`config.mk`:
```
export PLATFORM = sky130hd
export DESIGN_NAME = ibrl_div
export DESIGN_NICKNAME = d
export VERILOG_FILES = /design/src/sv/assert_macros.svh /design/src/sv/ibrl_pkg.sv /design/src/sv/ibrl_div.sv
export SDC_FILE = /design/constraint.sdc
export NUM_CORES = 2
export LEC_CHECK = 0
export BUFFER_PORTS_ARGS = -buffer_cell sky130_fd_sc_hd__buf_2
export CAP_MARGIN = 20
export CORE_MARGIN = 2
export CORE_UTILIZATION = 58
export DETAILED_ROUTE_END_ITERATION = 10
export PLACE_DENSITY = 0.77
export RECOVER_POWER = 100
export SLEW_MARGIN = 10
export SYNTH_ARGS = -nofsm -noshare
export SYNTH_HDL_FRONTEND = slang
export SYNTH_SLANG_ARGS = --single-unit
```
`constraint.sdc`:
```
create_clock -name clock -period 13.8 [get_ports clock]
set_input_delay 2.76 -clock clock [delete_from_list [all_inputs] [get_ports clock]]
set_output_delay 2.76 -clock clock [all_outputs]
set_load 0.02 [all_outputs]
```
`src/sv/assert_macros.svh`:
```
// ---------------------------------------------------------------------------
// Assertion macros
// Shared concurrent assertion forms for the RTL.
// ---------------------------------------------------------------------------
`ifndef ASSERT_MACROS_SVH
`define ASSERT_MACROS_SVH

// checked at every edge, muted while reset is high
`define ASSERT_RST(lbl, clk, rst, prop, msg) \
   lbl: assert property (@(posedge clk) disable iff (rst) prop) else $error(msg);

// checked at every edge, reset included
`define ASSERT_ALL(lbl, clk, prop, msg) \
   lbl: assert property (@(posedge clk) prop) else $error(msg);

`endif

```
`src/sv/ibrl_pkg.sv`:
```
// ---------------------------------------------------------------------------
// ibrl_pkg
// Word types and fixed widths for the band row limit block.
// ---------------------------------------------------------------------------
package ibrl_pkg;

   localparam int COL_W  = 12;
   localparam int LEN_W  = 13;
   localparam int ROW_W  = 12;
   localparam int RATE_W = 16;
   localparam int QUO_W  = 13;
   localparam int LIM_W  = 15;

   localparam logic [RATE_W-1:0] RATE_RESET = 16'd32768;

   typedef struct packed {
      logic [COL_W-1:0] column;
      logic [LEN_W-1:0] len_first;
      logic [LEN_W-1:0] len_second;
   } req_word_type;

   typedef struct packed {
      logic [ROW_W-1:0] lower_row;
      logic [ROW_W-1:0] upper_row;
   } rsp_word_type;

endpackage

```
`src/sv/ibrl_div.sv`:
```
// ---------------------------------------------------------------------------
// ibrl_div
// Dual lane restoring divider, one quotient bit per stage, with an entry
// stage that flags quotients too wide for the result.
// ---------------------------------------------------------------------------
module ibrl_div #(
   parameter int NUM_W  = 43,
   parameter int DEN_W  = 30,
   parameter int SIDE_W = 14
) (
   input  logic                          clock,
   input  logic                          reset,
   input  logic                          in_valid,
   output logic                          in_ready,
   input  logic [NUM_W-1:0]              num_lo,
   input  logic [DEN_W-1:0]              den_lo,
   input  logic [NUM_W-1:0]              num_up,
   input  logic [DEN_W-1:0]              den_up,
   input  logic [SIDE_W-1:0]             side_in,
   output logic                          out_valid,
   input  logic                          out_ready,
   output logic [ibrl_pkg::QUO_W-1:0]    quo_lo,
   output logic [ibrl_pkg::QUO_W-1:0]    quo_up,
   output logic                          sat_lo,
   output logic                          sat_up,
   output logic [SIDE_W-1:0]             side_out
);
   import ibrl_pkg::*;

   localparam int STG = QUO_W + 1;

   logic              v_ff    [STG];
   logic              en      [STG];
   logic [NUM_W-1:0]  rlo_ff  [STG];
   logic [NUM_W-1:0]  rup_ff  [STG];
   logic [DEN_W-1:0]  dlo_ff  [STG];
   logic [DEN_W-1:0]  dup_ff  [STG];
   logic [QUO_W-1:0]  qlo_ff  [STG];
   logic [QUO_W-1:0]  qup_ff  [STG];
   logic              slo_ff  [STG];
   logic              sup_ff  [STG];
   logic [SIDE_W-1:0] side_ff [STG];

   for (genvar s = 0; s < STG; s++) begin : g_stg
      if (s == STG - 1) begin : g_last
         assign en[s] = !v_ff[s] || out_ready;
      end else begin : g_mid
         assign en[s] = !v_ff[s] || en[s+1];
      end

      if (s == 0) begin : g_entry
         always_ff @(posedge clock) begin
            if (reset) begin
               v_ff[s] <= 1'b0;
            end else if (en[s]) begin
               v_ff[s] <= in_valid;
            end
            if (en[s]) begin
               rlo_ff[s]  <= num_lo;
               rup_ff[s]  <= num_up;
               dlo_ff[s]  <= den_lo;
               dup_ff[s]  <= den_up;
               qlo_ff[s]  <= '0;
               qup_ff[s]  <= '0;
               slo_ff[s]  <= num_lo >= (NUM_W'(den_lo) << QUO_W);
               sup_ff[s]  <= num_up >= (NUM_W'(den_up) << QUO_W);
               side_ff[s] <= side_in;
            end
         end
      end else begin : g_bit
         logic [NUM_W-1:0] tlo, tup;
         logic             blo, bup;

         always_comb begin
            tlo = NUM_W'(dlo_ff[s-1]) << (QUO_W - s);
            tup = NUM_W'(dup_ff[s-1]) << (QUO_W - s);
            blo = rlo_ff[s-1] >= tlo;
            bup = rup_ff[s-1] >= tup;
         end

         always_ff @(posedge clock) begin
            if (reset) begin
               v_ff[s] <= 1'b0;
            end else if (en[s]) begin
               v_ff[s] <= v_ff[s-1];
            end
            if (en[s]) begin
               rlo_ff[s]  <= blo ? rlo_ff[s-1] - tlo : rlo_ff[s-1];
               rup_ff[s]  <= bup ? rup_ff[s-1] - tup : rup_ff[s-1];
               dlo_ff[s]  <= dlo_ff[s-1];
               dup_ff[s]  <= dup_ff[s-1];
               qlo_ff[s]  <= {qlo_ff[s-1][QUO_W-2:0], blo};
               qup_ff[s]  <= {qup_ff[s-1][QUO_W-2:0], bup};
               slo_ff[s]  <= slo_ff[s-1];
               sup_ff[s]  <= sup_ff[s-1];
               side_ff[s] <= side_ff[s-1];
            end
         end
      end
   end

   assign in_ready  = en[0];
   assign out_valid = v_ff[STG-1];
   assign quo_lo    = qlo_ff[STG-1];
   assign quo_up    = qup_ff[STG-1];
   assign sat_lo    = slo_ff[STG-1];
   assign sat_up    = sup_ff[STG-1];
   assign side_out  = side_ff[STG-1];

endmodule
```
Word level (Yosys, flattened, before mapping)
Memories as Yosys holds them, arrays and structs flattened. Index checks and enable logic that the tools add are counted.

Flip-flop bits (word level): 0. Bits in writable memories: 2646. Input port bits: 164. Output and inout port bits: 44. Logic and storage cells: 204. Memories: 10.

Memories: rlo_ff (depth 14, width 43, read ports 13, clocked after memory_dff 0, wr ports 14, RTL line ibrl_div.sv:34) `logic [NUM_W-1:0] rlo_ff [STG];`; rup_ff (depth 14, width 43, read ports 13, clocked after memory_dff 0, wr ports 14, RTL line ibrl_div.sv:35) `logic [NUM_W-1:0] rup_ff [STG];`; dlo_ff (depth 14, width 30, read ports 13, clocked after memory_dff 0, wr ports 14, RTL line ibrl_div.sv:36) `logic [DEN_W-1:0] dlo_ff [STG];`; dup_ff (depth 14, width 30, read ports 13, clocked after memory_dff 0, wr ports 14, RTL line ibrl_div.sv:37) `logic [DEN_W-1:0] dup_ff [STG];`; side_ff (depth 14, width 14, read ports 14, clocked after memory_dff 0, wr ports 14, RTL line ibrl_div.sv:42) `logic [SIDE_W-1:0] side_ff [STG];`; qlo_ff (depth 14, width 13, read ports 14, clocked after memory_dff 0, wr ports 14, RTL line ibrl_div.sv:38) `logic [QUO_W-1:0] qlo_ff [STG];`; 4 more memories.

Add/sub/neg operators: 26. Magnitude comparators: 28. Muxes and demuxes: 98. Bitwise logic cells: 14. Reduce and logical (&&, ||, !) cells: 28.

Operators by type and width (count): $mux 43 (26); $ge 43x30->1 (2); $ge 43x31->1 (2); $ge 43x32->1 (2); $ge 43x33->1 (2); $ge 43x34->1 (2); $ge 43x35->1 (2); $ge 43x36->1 (2); $ge 43x37->1 (2); $ge 43x38->1 (2); $ge 43x39->1 (2); $ge 43x40->1 (2); $ge 43x41->1 (2); $ge 43x42->1 (2); $ge 43x43->1 (2); $sub 43x30->43 (2); $sub 43x31->43 (2); $sub 43x32->43 (2); $sub 43x33->43 (2); $sub 43x34->43 (2); $sub 43x35->43 (2); $sub 43x36->43 (2); $sub 43x37->43 (2); $sub 43x38->43 (2); other kinds (8) (122).

Longest topological paths before layout
An unclocked memory read counts as a cell.

Word-level depth: 20. Depth in mapped cells: 15. Mapped depth without buffers: 14.

Least setup slack after synthesis
Ideal clock, no wire load.

Kind: in2out. Start: input out_ready. End: output in_ready. Arrival time: 11.987 ns. Data required time: 11.040 ns. Path slack: -0.947 ns. Stages on the path: 9. Buffers on the path: 1. Cells stage by stage: nor2b_1 -> nand2_1 -> nor2_1 -> and2_1 -> and3_1 -> and3_1 -> and3_1 -> clkbuf_1 -> nand3_1.

RTL lines: start: declaration (RTL line ibrl_div.sv:21) `input logic out_ready,`; end: declaration (RTL line ibrl_div.sv:14) `output logic in_ready,`.

==> results.toml <==
[run]
cap_violations = 56

[logic_synthesis]
synth_compound_area_share_pct = 14.2
avgSynthCellArea_um2 = 11.4
synth_area_leaders = "edfxtp_1 (56%), ha_1 (8.5%), inv_1 (3.3%), a21oi_1 (3.2%), o21ai_0 (3.0%)"
ys_types = 90
yosys_most_used_dff = "edfxtp_1"
synth-xor-area-share_pct = 5.00
synth_common_cells = "edfxtp_1 (2318), inv_1 (1096), nand2_1 (893)"
synthSimpleGateAreaFrac_pct = 10.4
synth_mux_area_share_pct = 1.15
yosysMostFrequentCell = "edfxtp_1"
syn_area_mm2 = 0.124
ys_warn_count = 0
ys_seq_area_share_pct = 56.0
netlist.area_leader.share_pct = 56.0
synth_top_family_by_area = "compound AO/OA/AOI/OAI gates"
synth_edf_count = 2318
synth_top_cell_by_area = "edfxtp_1"
synth_nets = 11951
ys_ff_latch = 2318
synthAdderAreaFrac_pct = 8.84
async_flop_share_pct = 0
syn_inst = 10923

[global_routing]
antenna_found_initial = 1
grt_pass1_vias = 80138
grt_pass1_wl_um = 417000
grt_use_total_pct = 23.6
grt_overflow = 0
grt_max_degree = 80

[critical_path]
cp-endpoint = "in_ready"
path_class = "in -> out"
cp.arrival_ps = 8460
startpoint = "out_ready"
rr_worst_depth = 9
cp-end-kind = "output pin"
r2r-start = "v_ff[1][5]$_DFFE_PP_"
cp-start-kind = "input port"
crit_fanout = 54
rr_endpoint = "side_ff[1][4]$_DFFE_PP_"
r2r_setup_slack_ps = 4320
timing.critical_path.required_ps = 11040

[routing]
wl_um = 259000
drt_first_pass_iters = 6
drc = 0
ant_nets = 0
vias_per_cell = 5.78
wl_per_cell_um = 18.3
drt_iter0_markers = 6301
via_count = 81652

[power]
vdd_drop_max_v = 0.000145
p_total_uw = 28900
p_leak_uw = 0.0555
p_per_area_mw_per_mm2 = 213

[finish]
drive_above_1_share_pct = 5.36
stdcell_count = 14138
synthToLayoutAreaGrowth_pct = 9.12
nFillCells = 16105
nNetsFinal = 12145
n_antenna_cell = 0

[clock_tree]
root_buffer = "clkbuf_16"
cts_setup_buffers = 0
holdBufCountCts = 0
worst_skew_pair.late_latency_ps = 890
ctsResizeCount = 0
cts-htree-levels = 4
clk_pin_slew_ps = 60
cts_buffers = 234
cts_tree = "yes"
cts_sinks = 2318
cts_max_path_buffers = 3

[placed_design]
place_congestion = 0.970
place_ws_ps = 4140
hpwl_um = 197000
post-place-cells = 13702
portBuffers = 207

[floorplan]
start_util_pct = 58.5
die_h_um = 467
coreArea_mm2 = 0.213
rows = 169
dieArea_mm2 = 0.218
ios = 208
die_x_um = 467

[timing]
finalSetupViolCount = 0
rsz0062_at_grt = "no"
clock_skew_ps = 37.2
hold_violations = 0
post-route-min-period_ps = 11220
slew_violations = 3137
holdWs_ps = 412
min_period_over_period_pct = 81.3
finalSetupTns_ps = 0
worstMarginPinSlew_ps = 4180
worst_slack_ps = 2580
fmax_mhz = 89.1
slew_headroom_pct = -179

[min_path]
min_path_type = "reg -> reg"

[outcome]
status = "finished with violations"
violations = "max-capacitance violations, max-slew violations"
logic make-up after synthesis:
family	count (synthesis)
AOI/OAI and AO/OA	2828
xor gates and xnor gates	709
adders and majority gates	864
buffers and inverters	1403
DFF	2318
muxes	129
and+or+nand+nor	2672
state kept, by name, summed over array words and instances, names as in the netlist:
register  flops
qup_ff       91
v_ff         14
qlo_ff       91
slo_ff       14
sup_ff       14
dup_ff      390
dlo_ff      390
rup_ff      559
side_ff     196
rlo_ff      559
metal layers:
layer  global-route usage (%)  wire length [µm]
met1                     31.1            114000
met2                     39.4            121000
met3                     2.62             11000
met4                     10.8             12500
met5                        0                 0
how the worst min path moves through the flow:
stage,start,endpoint,slack [ps],cells after the start
2_1_floorplan,qlo_ff[0][13]$_DFFE_PP_,qlo_ff[0][27]$_DFFE_PP_,400,0
3_3_place_gp,side_ff[2][55]$_DFFE_PP_,side_ff[3][13]$_DFFE_PP_,400,0
3_5_place_dp,qlo_ff[1][17]$_DFFE_PP_,qlo_ff[1][31]$_DFFE_PP_,400,0
4_1_cts,side_ff[0][18]$_DFFE_PP_,side_ff[0][32]$_DFFE_PP_,410,0
5_1_grt,side_ff[0][55]$_DFFE_PP_,side_ff[1][13]$_DFFE_PP_,420,0
6_report,side_ff[0][18]$_DFFE_PP_,side_ff[0][32]$_DFFE_PP_,410,0
critical path, cell delays in order:
cell and delay, ps:
buf_2 100, nor2b_1 310, nand2_1 1300, nor2_1 730
and2_0 390, and3_1 320, and3_1 310, and3_1 370
nand3_1 1220, clkbuf_1 590
per-stage QoR:
stage	area (µm²)	utilization, %
after floorplan	124000	-
after global placement	128000	60.4
after detailed placement	128000	60.4
after CTS	136000	64.1
after global routing	136000	63.8
final	136000	63.8
report_power, final:
| group | internal [µW] | switching, µW |
|---|---|---|
| combinational | 4840 | 6350 |
| sequential | 10200 | 1110 |
| clock | 3770 | 2650 |
cells in the final DEF, fill, tap and decap left out, types with 27 or more instances in the layout:
master | netlist | layout
a21o_1 | 440 | 440
o21ai_0 | 745 | 751
nand4_1 | 132 | 132
nor4_1 | 93 | 94
clkbuf_16 | 0 | 237
a211oi_1 | 78 | 78
bufinv_16 | 0 | 33
clkbuf_1 | 232 | 245
or3_1 | 47 | 47
xor2_1 | 320 | 320
ha_1 | 840 | 840
o211ai_1 | 40 | 40
inv_1 | 1096 | 1090
xnor2_1 | 388 | 388
a211o_1 | 27 | 27
o21a_1 | 125 | 125
nand4b_1 | 29 | 29
a21boi_0 | 39 | 40
and3_1 | 91 | 91
o31ai_1 | 102 | 102
a21oi_1 | 783 | 782
or2_2 | 39 | 39
edfxtp_1 | 2318 | 2318
nor2b_1 | 107 | 107
nand3_1 | 190 | 190
or4_1 | 27 | 28
o21bai_1 | 81 | 80
nor3_1 | 171 | 171
nand2_1 | 893 | 892
nand2b_1 | 111 | 111
and2_1 | 47 | 40
nor2_1 | 585 | 585
nor3b_1 | 27 | 27
clkinv_2 | 0 | 36
a31oi_1 | 96 | 94
mux2_2 | 110 | 89
buf_2 | 17 | 44
clkinv_1 | 2 | 37
final cells by class:
class,instances,area [µm²],share of cell area [%]
inverter,1100,4140,3.05
sequential,2318,69600,51.3
timing repair buffer,261,1070,0.786
clock buffer,274,6070,4.47
clock inverter,162,1870,1.38
multi-input combinational,7202,49400,36.4
tap,2821,3530,2.60
No activity file was read; power rests on OpenSTA's default activity.
