[config.mk]
export PLATFORM = sky130hd
export DESIGN_NAME = ibrl_front
export DESIGN_NICKNAME = d
export VERILOG_FILES = /design/src/sv/assert_macros.svh /design/src/sv/ibrl_pkg.sv /design/src/sv/ibrl_front.sv
export SDC_FILE = /design/constraint.sdc
export NUM_CORES = 2
export LEC_CHECK = 0
export BUFFER_PORTS_ARGS = -buffer_cell sky130_fd_sc_hd__buf_2
export CAP_MARGIN = 20
export CORE_UTILIZATION = 65
export DETAILED_ROUTE_END_ITERATION = 16
export GPL_ROUTABILITY_DRIVEN = 0
export GPL_TIMING_DRIVEN = 0
export HOLD_SLACK_MARGIN = 0.05
export PLACE_DENSITY_LB_ADDON = 0.2
export SETUP_SLACK_MARGIN = 0.1
export SLEW_MARGIN = 10
export SYNTH_ARGS = -nofsm -noshare
export SYNTH_HDL_FRONTEND = slang
export SYNTH_SLANG_ARGS = --single-unit
[constraint.sdc]
create_clock -name clock -period 17.6 [get_ports clock]
set_input_delay 2.64 -clock clock [delete_from_list [all_inputs] [get_ports clock]]
set_output_delay 2.64 -clock clock [all_outputs]
set_load 0.02 [all_outputs]
[src/sv/assert_macros.svh]
// ---------------------------------------------------------------------------
// Assertion macros
// Shared concurrent assertion forms for the RTL.
// ---------------------------------------------------------------------------
`ifndef ASSERT_MACROS_SVH
`define ASSERT_MACROS_SVH

// checked at every edge, muted while reset is high
`define ASSERT_RST(lbl, clk, rst, prop, msg) \
   lbl: assert property (@(posedge clk) disable iff (rst) prop) else $error(msg);

// checked at every edge, reset included
`define ASSERT_ALL(lbl, clk, prop, msg) \
   lbl: assert property (@(posedge clk) prop) else $error(msg);

`endif

[src/sv/ibrl_pkg.sv]
// ---------------------------------------------------------------------------
// ibrl_pkg
// Word types and fixed widths for the band row limit block.
// ---------------------------------------------------------------------------
package ibrl_pkg;

   localparam int COL_W  = 12;
   localparam int LEN_W  = 13;
   localparam int ROW_W  = 12;
   localparam int RATE_W = 16;
   localparam int QUO_W  = 13;
   localparam int LIM_W  = 15;

   localparam logic [RATE_W-1:0] RATE_RESET = 16'd32768;

   typedef struct packed {
      logic [COL_W-1:0] column;
      logic [LEN_W-1:0] len_first;
      logic [LEN_W-1:0] len_second;
   } req_word_type;

   typedef struct packed {
      logic [ROW_W-1:0] lower_row;
      logic [ROW_W-1:0] upper_row;
   } rsp_word_type;

endpackage

[src/sv/ibrl_front.sv]
// ---------------------------------------------------------------------------
// ibrl_front
// Three stage product pipeline: line products, region test, and selection
// of dividend and divisor for the lower and upper lines.
// ---------------------------------------------------------------------------
module ibrl_front #(
   parameter int FRAC_BITS = 16
) (
   input  logic                         clock,
   input  logic                         reset,
   input  logic [ibrl_pkg::RATE_W-1:0]  rate_reg,
   input  logic                         in_valid,
   output logic                         in_ready,
   input  ibrl_pkg::req_word_type       in_word,
   output logic                         out_valid,
   input  logic                         out_ready,
   output logic [FRAC_BITS+26:0]        num_lo,
   output logic [FRAC_BITS+13:0]        den_lo,
   output logic [FRAC_BITS+26:0]        num_up,
   output logic [FRAC_BITS+13:0]        den_up,
   output logic                         low_neg,
   output logic [ibrl_pkg::LEN_W-1:0]   len_second
);
   import ibrl_pkg::*;

   localparam int F  = FRAC_BITS;
   localparam int SW = (F > RATE_W) ? F : RATE_W;
   localparam int NW = F + 27;
   localparam int DW = F + 14;

   logic en1, en2, en3;

   // stage 1
   logic [SW-1:0]    rate_ext;
   logic [F-1:0]     rate;
   logic [LEN_W-1:0] n1_fix;
   logic [F:0]       q;
   logic [F+1:0]     d;

   logic             v1_ff;
   logic [LEN_W-1:0] n1_1_ff, n2_1_ff;
   logic [F+13:0]    qn2_1_ff, qn2_1_in;
   logic [F+12:0]    rn2_1_ff, rn2_1_in;
   logic [F+13:0]    qn1_1_ff, qn1_1_in;
   logic [F+13:0]    cd_1_ff, cd_1_in;
   logic [24:0]      n2c_1_ff, n2c_1_in;
   logic [COL_W-1:0] c_1_ff;

   always_comb begin
      rate_ext = SW'(rate_reg);
      if (rate_ext > ((SW'(1) << F) - SW'(1))) begin
         rate = {F{1'b1}};
      end else begin
         rate = rate_ext[F-1:0];
      end
      n1_fix   = (in_word.len_first == '0) ? LEN_W'(1) : in_word.len_first;
      q        = ((F+1)'(1) << F) - (F+1)'(rate);
      d        = ((F+2)'(1) << (F + 1)) - (F+2)'(rate);
      qn2_1_in = (F+14)'(q) * (F+14)'(in_word.len_second);
      rn2_1_in = (F+13)'(rate) * (F+13)'(in_word.len_second);
      qn1_1_in = (F+14)'(q) * (F+14)'(n1_fix);
      cd_1_in  = (F+14)'(d) * (F+14)'(in_word.column);
      n2c_1_in = 25'(in_word.len_second) * 25'(in_word.column);
   end

   always_ff @(posedge clock) begin
      if (reset) begin
         v1_ff <= 1'b0;
      end else if (en1) begin
         v1_ff <= in_valid;
      end
      if (en1) begin
         n1_1_ff  <= n1_fix;
         n2_1_ff  <= in_word.len_second;
         c_1_ff   <= in_word.column;
         qn2_1_ff <= qn2_1_in;
         rn2_1_ff <= rn2_1_in;
         qn1_1_ff <= qn1_1_in;
         cd_1_ff  <= cd_1_in;
         n2c_1_ff <= n2c_1_in;
      end
   end

   // stage 2
   logic             v2_ff;
   logic [F+25:0]    qn2c_2_ff, rn2n1_2_ff;
   logic             reg0_2_ff, reg1_2_ff;
   logic [24:0]      n2c_2_ff;
   logic [LEN_W-1:0] n1_2_ff, n2_2_ff;
   logic [F+13:0]    qn1_2_ff;

   always_ff @(posedge clock) begin
      if (reset) begin
         v2_ff <= 1'b0;
      end else if (en2) begin
         v2_ff <= v1_ff;
      end
      if (en2) begin
         qn2c_2_ff  <= (F+26)'(qn2_1_ff) * (F+26)'(c_1_ff);
         rn2n1_2_ff <= (F+26)'(rn2_1_ff) * (F+26)'(n1_1_ff);
         reg0_2_ff  <= cd_1_ff <= qn1_1_ff;
         reg1_2_ff  <= cd_1_ff <= ((F+14)'(n1_1_ff) << F);
         n2c_2_ff   <= n2c_1_ff;
         n1_2_ff    <= n1_1_ff;
         n2_2_ff    <= n2_1_ff;
         qn1_2_ff   <= qn1_1_ff;
      end
   end

   // stage 3
   logic [NW-1:0] a_v, b_v, n1r;
   logic [NW-1:0] num_lo_in, num_up_in;
   logic [DW-1:0] den_lo_in, den_up_in;
   logic          low_neg_in;
   logic          v3_ff;

   always_comb begin
      a_v        = NW'(n2c_2_ff) << F;
      b_v        = NW'(rn2n1_2_ff);
      n1r        = NW'(n1_2_ff) << F;
      low_neg_in = 1'b0;
      if (reg1_2_ff) begin
         num_lo_in = NW'(qn2c_2_ff);
         den_lo_in = n1r[DW-1:0];
      end else if (a_v > b_v) begin
         num_lo_in = a_v - b_v;
         den_lo_in = qn1_2_ff;
      end else begin
         num_lo_in  = '0;
         den_lo_in  = qn1_2_ff;
         low_neg_in = 1'b1;
      end
      if (reg0_2_ff) begin
         num_up_in = a_v;
         den_up_in = qn1_2_ff;
      end else begin
         num_up_in = NW'(qn2c_2_ff) + b_v;
         den_up_in = n1r[DW-1:0];
      end
   end

   always_ff @(posedge clock) begin
      if (reset) begin
         v3_ff <= 1'b0;
      end else if (en3) begin
         v3_ff <= v2_ff;
      end
      if (en3) begin
         num_lo     <= num_lo_in;
         den_lo     <= den_lo_in;
         num_up     <= num_up_in;
         den_up     <= den_up_in;
         low_neg    <= low_neg_in;
         len_second <= n2_2_ff;
      end
   end

   assign en3       = !v3_ff || out_ready;
   assign en2       = !v2_ff || en3;
   assign en1       = !v1_ff || en2;
   assign in_ready  = en1;
   assign out_valid = v3_ff;

endmodule

## Word-level counts from Yosys, hierarchy flattened

Index checks and enable logic that the tools add are counted.

| word-level totals | value |
|---|---|
| register bits | 512 |
| logic and storage cells | 61 |
| output and inout bits | 162 |

| operators by class | value |
|---|---|
| muxes and demuxes | 8 |
| order comparisons | 4 |
| multipliers | 7 |
| add/subtract/negate cells | 4 |
| reductions and logical operators | 8 |
| bitwise logic cells | 1 |

Operators with widths:

| operator | count |
|---|---|
| $mux 42 | 2 |
| $mul 17x13->30 | 2 |
| $mux 29 | 2 |
| $add 42x42->43 | 1 |
| $sub 41x42->43 | 1 |
| $gt 41x42->1 | 1 |
| $mul 29x13->42 | 1 |
| $mul 30x12->42 | 1 |
| $mux 41 | 1 |
| $le 30x29->1 | 1 |
| $le 30x30->1 | 1 |
| $mul 18x12->30 | 1 |
| $mul 16x13->29 | 1 |
| $mul 13x12->25 | 1 |
| $sub 18x16->18 const A | 1 |
| $sub 17x16->17 const A | 1 |
| $gt 16x16->1 const B | 1 |
| $mux 16 | 1 |
| $logic_not 13->1 | 1 |
| $mux 13 | 1 |
| $logic_not 1->1 | 3 |
| $logic_or 1x1->1 | 3 |
| $reduce_or 2->1 | 1 |
| $mux 1 | 1 |
| $not 1->1 | 1 |

## Depth between registers and ports, before layout

| logic depth | value |
|---|---|
| word-level depth | 4 |
| depth in mapped cells | 30 |

## Worst setup path before layout

No wires, ideal clock.

| path | value |
|---|---|
| path kind | in2reg |
| start | input rate_reg[2] in the netlist's numbering |
| end | register qn2_1_ff[29], data pin |
| cell stages on the path | 29 |
| data arrival time | 9,379 ps |
| library setup time | 258 ps |
| required time | 17,342 ps |
| setup slack | 7,964 ps |
| path buffers | 4 |
| path through | clkbuf_1 or4_1 nor2_1 nand2_1 clkbuf_1 nor2_1 xnor2_1 clkbuf_1 clkbuf_1 nand2_1 fa_1 fa_1 inv_1 fa_1 fa_1 inv_1 fa_1 inv_1 ha_1 and4_1 nand2_1 o21ai_0 a211oi_1 a211o_1 a21oi_1 o31ai_1 a21boi_1 o41a_1 xnor2_1 |

| between the ends | value |
|---|---|
| longest elaborated chain between the ends | 4 |

RTL lines:

| what | line | text |
|---|---|---|
| from (decl) | ibrl_front.sv:11 | `input logic [ibrl_pkg::RATE_W-1:0] rate_reg,` |
| $gt 16x16->1 | ibrl_front.sv:51 | `if (rate_ext > ((SW'(1) << F) - SW'(1))) begin` |
| $mux 16 * | ibrl_front.sv:51 |  |
| $sub 17x16->17 * | ibrl_front.sv:57 | `q = ((F+1)'(1) << F) - (F+1)'(rate);` |
| $mul 17x13->30 * | ibrl_front.sv:59 | `qn2_1_in = (F+14)'(q) * (F+14)'(in_word.len_second);` |
| named net qn2_1_in[29] | ibrl_front.sv:42 | `logic [F+13:0] qn2_1_ff, qn2_1_in;` |
| to (signal assigned) | ibrl_front.sv:76 | `qn2_1_ff <= qn2_1_in;` |
| to (decl) | ibrl_front.sv:42 |  |

The timed path passes the listed nets; every way through them passes the cells marked *.
A chain may end at the register's enable or synchronous reset.

## Worst setup path after layout

| path | value |
|---|---|
| start | input rate_reg[0] in the netlist's numbering |
| end | register cd_1_ff[27], data pin |

| between the ends | value |
|---|---|
| longest elaborated chain between the ends | 4 |

RTL lines:

| what | line | text |
|---|---|---|
| $gt 16x16->1 | ibrl_front.sv:51 |  |
| $mux 16 * | ibrl_front.sv:51 |  |
| $sub 18x16->18 * | ibrl_front.sv:58 | `d = ((F+2)'(1) << (F + 1)) - (F+2)'(rate);` |
| $mul 18x12->30 * | ibrl_front.sv:62 | `cd_1_in = (F+14)'(d) * (F+14)'(in_word.column);` |
| named net cd_1_in[27] | ibrl_front.sv:45 | `logic [F+13:0] cd_1_ff, cd_1_in;` |
| to (signal assigned) | ibrl_front.sv:79 | `cd_1_ff <= cd_1_in;` |
| to (decl) | ibrl_front.sv:45 |  |

Marked as above.

==> out/results.txt <==
R2R setup slack = 10.27 ns
initial detailed-routing violation count = 6,048
buffer depth of the longest clock path = 3
# clock sinks = 511
post-detail-place hpwl = 188,000 µm
Initial Util = 0.660
Layout Nets = 10,300
core area = 0.117 mm²
Synth Area per Inst = 9.60 µm²
worst clock skew = 0.0669 ns
Ys Warns = 0
Post-route DRC = 0
Setup crit start = rate_reg[0]
Max FO, Critical Path = 10
Post-Synth Adder-Cell Area = 0.449
vias in the first global route = 61,100
worst skew pair latency = 0.70 ns
dpl cell area = 0.0803 mm²
total CTS buffers = 54
fin area = 0.0821 mm²
largest family of logic cells by synthesized area = adder cells
initial antenna violation count = 19
Setup violations, final = 0
total of max-cap violations = 0
Synth Area in Simple Gates = 0.154
critical hold path startpoint = n2_1_ff[11]
total number of vias = 59,400
CP endpoint = cd_1_ff[27]
setup tns final = 0 ns
post-synthesis mux area share = 0.00450
I/O Buffers = 209
CP startpoint kind = input pin
most common cell in the synthesized netlist = inv_1
Die Wd = 346 µm
Synth area leaders = fa_1, edfxtp_1, ha_1
# IOs = 220
Main synth FF type = edfxtp_1
Final Max Slew Viols = 0
slew of the pin with the lowest slew margin = 1.27 ns
Peak Freq = 0.0790 GHz
register area share after synthesis = 0.199
Synth top area share = 0.346
Area Growth Syn to Fin = 6.45%
status = complete, no violations
Syn Nets = 10,100
Routed Antenna Nets = 0
first-pass GRT wire length = 352,000 µm
Synth area leader = fa_1
std cell rows = 125
Post-CTS Resized = 0
CP Capture Type = register
root buf cell = clkbuf_16
# H-tree levels = 2
worst path required time = 17.95 ns
Cell Area, Synth = 0.0771 mm²
overall routed net length = 231,000 µm
critical setup path kind = in2reg
Vias per Instance = 6.00
cts hold-fix bufs = 0
Synth top cells by count = inv_1, fa_1, nand2_1
Worst Path Arrival = 13.01 ns
crit share post-route = 0.719
Worst R2R Start = n1_1_ff[1]
xor/xnor cell area share of the yosys netlist = 0.0294
Hold Crit Class = reg2reg
Slew headroom = 0.156
layout cells sized above 1 = 0.0447
#FFs+latches synth = 511
Pre-Repair DR Iteration Count = 9
Setup Fix Bufs, Post-CTS = 0
EDFF count, synth = 508
Yosys cell types = 80
clock slew at reported path FFs = 0.06 ns
final core utilization = 0.702
RSZ-0062 raised after global routing = no
pin count of the biggest net entering global routing = 117
Final Hold Fails = 0
ys async rst share = 0
total gr overflow = 0
Die H = 346 µm
CTS tree = built
FF-to-FF path depth = 21
Mapped Cells = 8,032
GRT Total Usage = 0.392
min Tclk post-route = 12.66 ns
Critical R2R Capture = rn2n1_2_ff[38]
die footprint = 0.120 mm²
Hold Slack = 0.414 ns
post-synthesis compound-gate area fraction = 0.0643
Routed WL per cell = 23.3 µm
==> layer usage <==
| layer | global-route usage | part of all wire |
|---|---|---|
| met5 | 0 | 0.00091 |
| met1 | 0.486 | 0.35 |
| met4 | 0.219 | 0.069 |
| met2 | 0.608 | 0.45 |
| met3 | 0.125 | 0.13 |
==> per-stage QoR <==
stage,setup WS [ns],cells
2_1_floorplan,7.96,8032
3_3_place_gp,5.02,9765
3_5_place_dp,4.95,9774
4_1_cts,5.60,9873
5_1_grt,4.94,9874
6_report,4.94,9891
==> cell families after synthesis <==
group | count (synthesis)
flip-flops | 511
XOR/XNOR | 259
AND/OR/NAND/NOR | 2467
multiplexers | 31
adder cells (fa/ha/maj) | 1966
buffers and inverters | 2044
AO/OA/AOI/OAI | 754
==> worst max-delay path, cell delays in order <==
cell	delay, ns
buf_2	0.21
clkbuf_1	0.48
clkbuf_1	0.74
inv_1	0.11
ha_1	0.37
nand2_1	0.24
clkbuf_1	0.60
nor2_1	0.11
xnor2_1	0.20
clkbuf_1	0.86
clkbuf_1	0.78
nand2_1	0.17
fa_1	0.48
fa_1	0.51
inv_1	0.05
fa_1	0.51
fa_1	0.50
inv_1	0.05
fa_1	0.47
inv_1	0.04
ha_1	0.32
and3_1	0.23
nand3_1	0.12
o311ai_0	0.62
a41oi_1	0.37
o21ai_0	0.42
a31oi_1	0.15
xnor2_1	0.63
==> worst min path at each step <==
stage	endpoint	slack [ns]	cells past startpoint
5_1_grt	n2_2_ff[11]	0.42	0
3_3_place_gp	n2_2_ff[1]	0.40	0
3_5_place_dp	len_second[9]	0.40	0
4_1_cts	n2c_2_ff[12]	0.42	0
2_1_floorplan	len_second[0]	0.40	0
6_report	n2_2_ff[11]	0.41	0
==> flip-flops by register name, indices dropped and copies added (netlist names), 42 cells and up <==
name / count
num_up: 43
qn2c_2_ff: 42
rn2n1_2_ff: 42
num_lo: 43
==> placed cells by master (no fill, tap or decap), types with 11 or more instances in the layout <==
cell type and instances:
nand2_1 1208, o21bai_1 26, o21a_1 42, mux2_2 29
clkbuf_16 54, o31ai_1 45, nor2b_1 58, edfxtp_1 508
and2_1 732, buf_2 209, o211ai_1 13, xor2_1 80
a31oi_1 27, a21o_1 117, nand4_1 25, nand2b_1 23
diode_2 18, and3_1 41, or3_1 17, nor4_1 15
nor2_1 178, fa_1 1332, xnor2_1 179, a211o_1 11
clkbuf_1 414, o21ai_0 122, nor3_1 61, inv_1 1631
ha_1 634, or2_2 13, a21oi_1 228, a211oi_1 30
nand3_1 56
==> layout make-up <==
class / count / area (µm²)
diodes: 18 / 45.0
plain buffers: 411 / 1570
clock buffers: 67 / 1400
clock inverters: 32 / 364
fillers: 8815 / 34800
inverters: 1633 / 6140
multi-input cells: 5477 / 54100
flip-flops and latches: 511 / 15300
well taps: 1524 / 1910
repair buffers: 218 / 1230
Power is not shown: default switching activity piles up to over one toggle a cycle in this logic, so the estimate is an artifact.
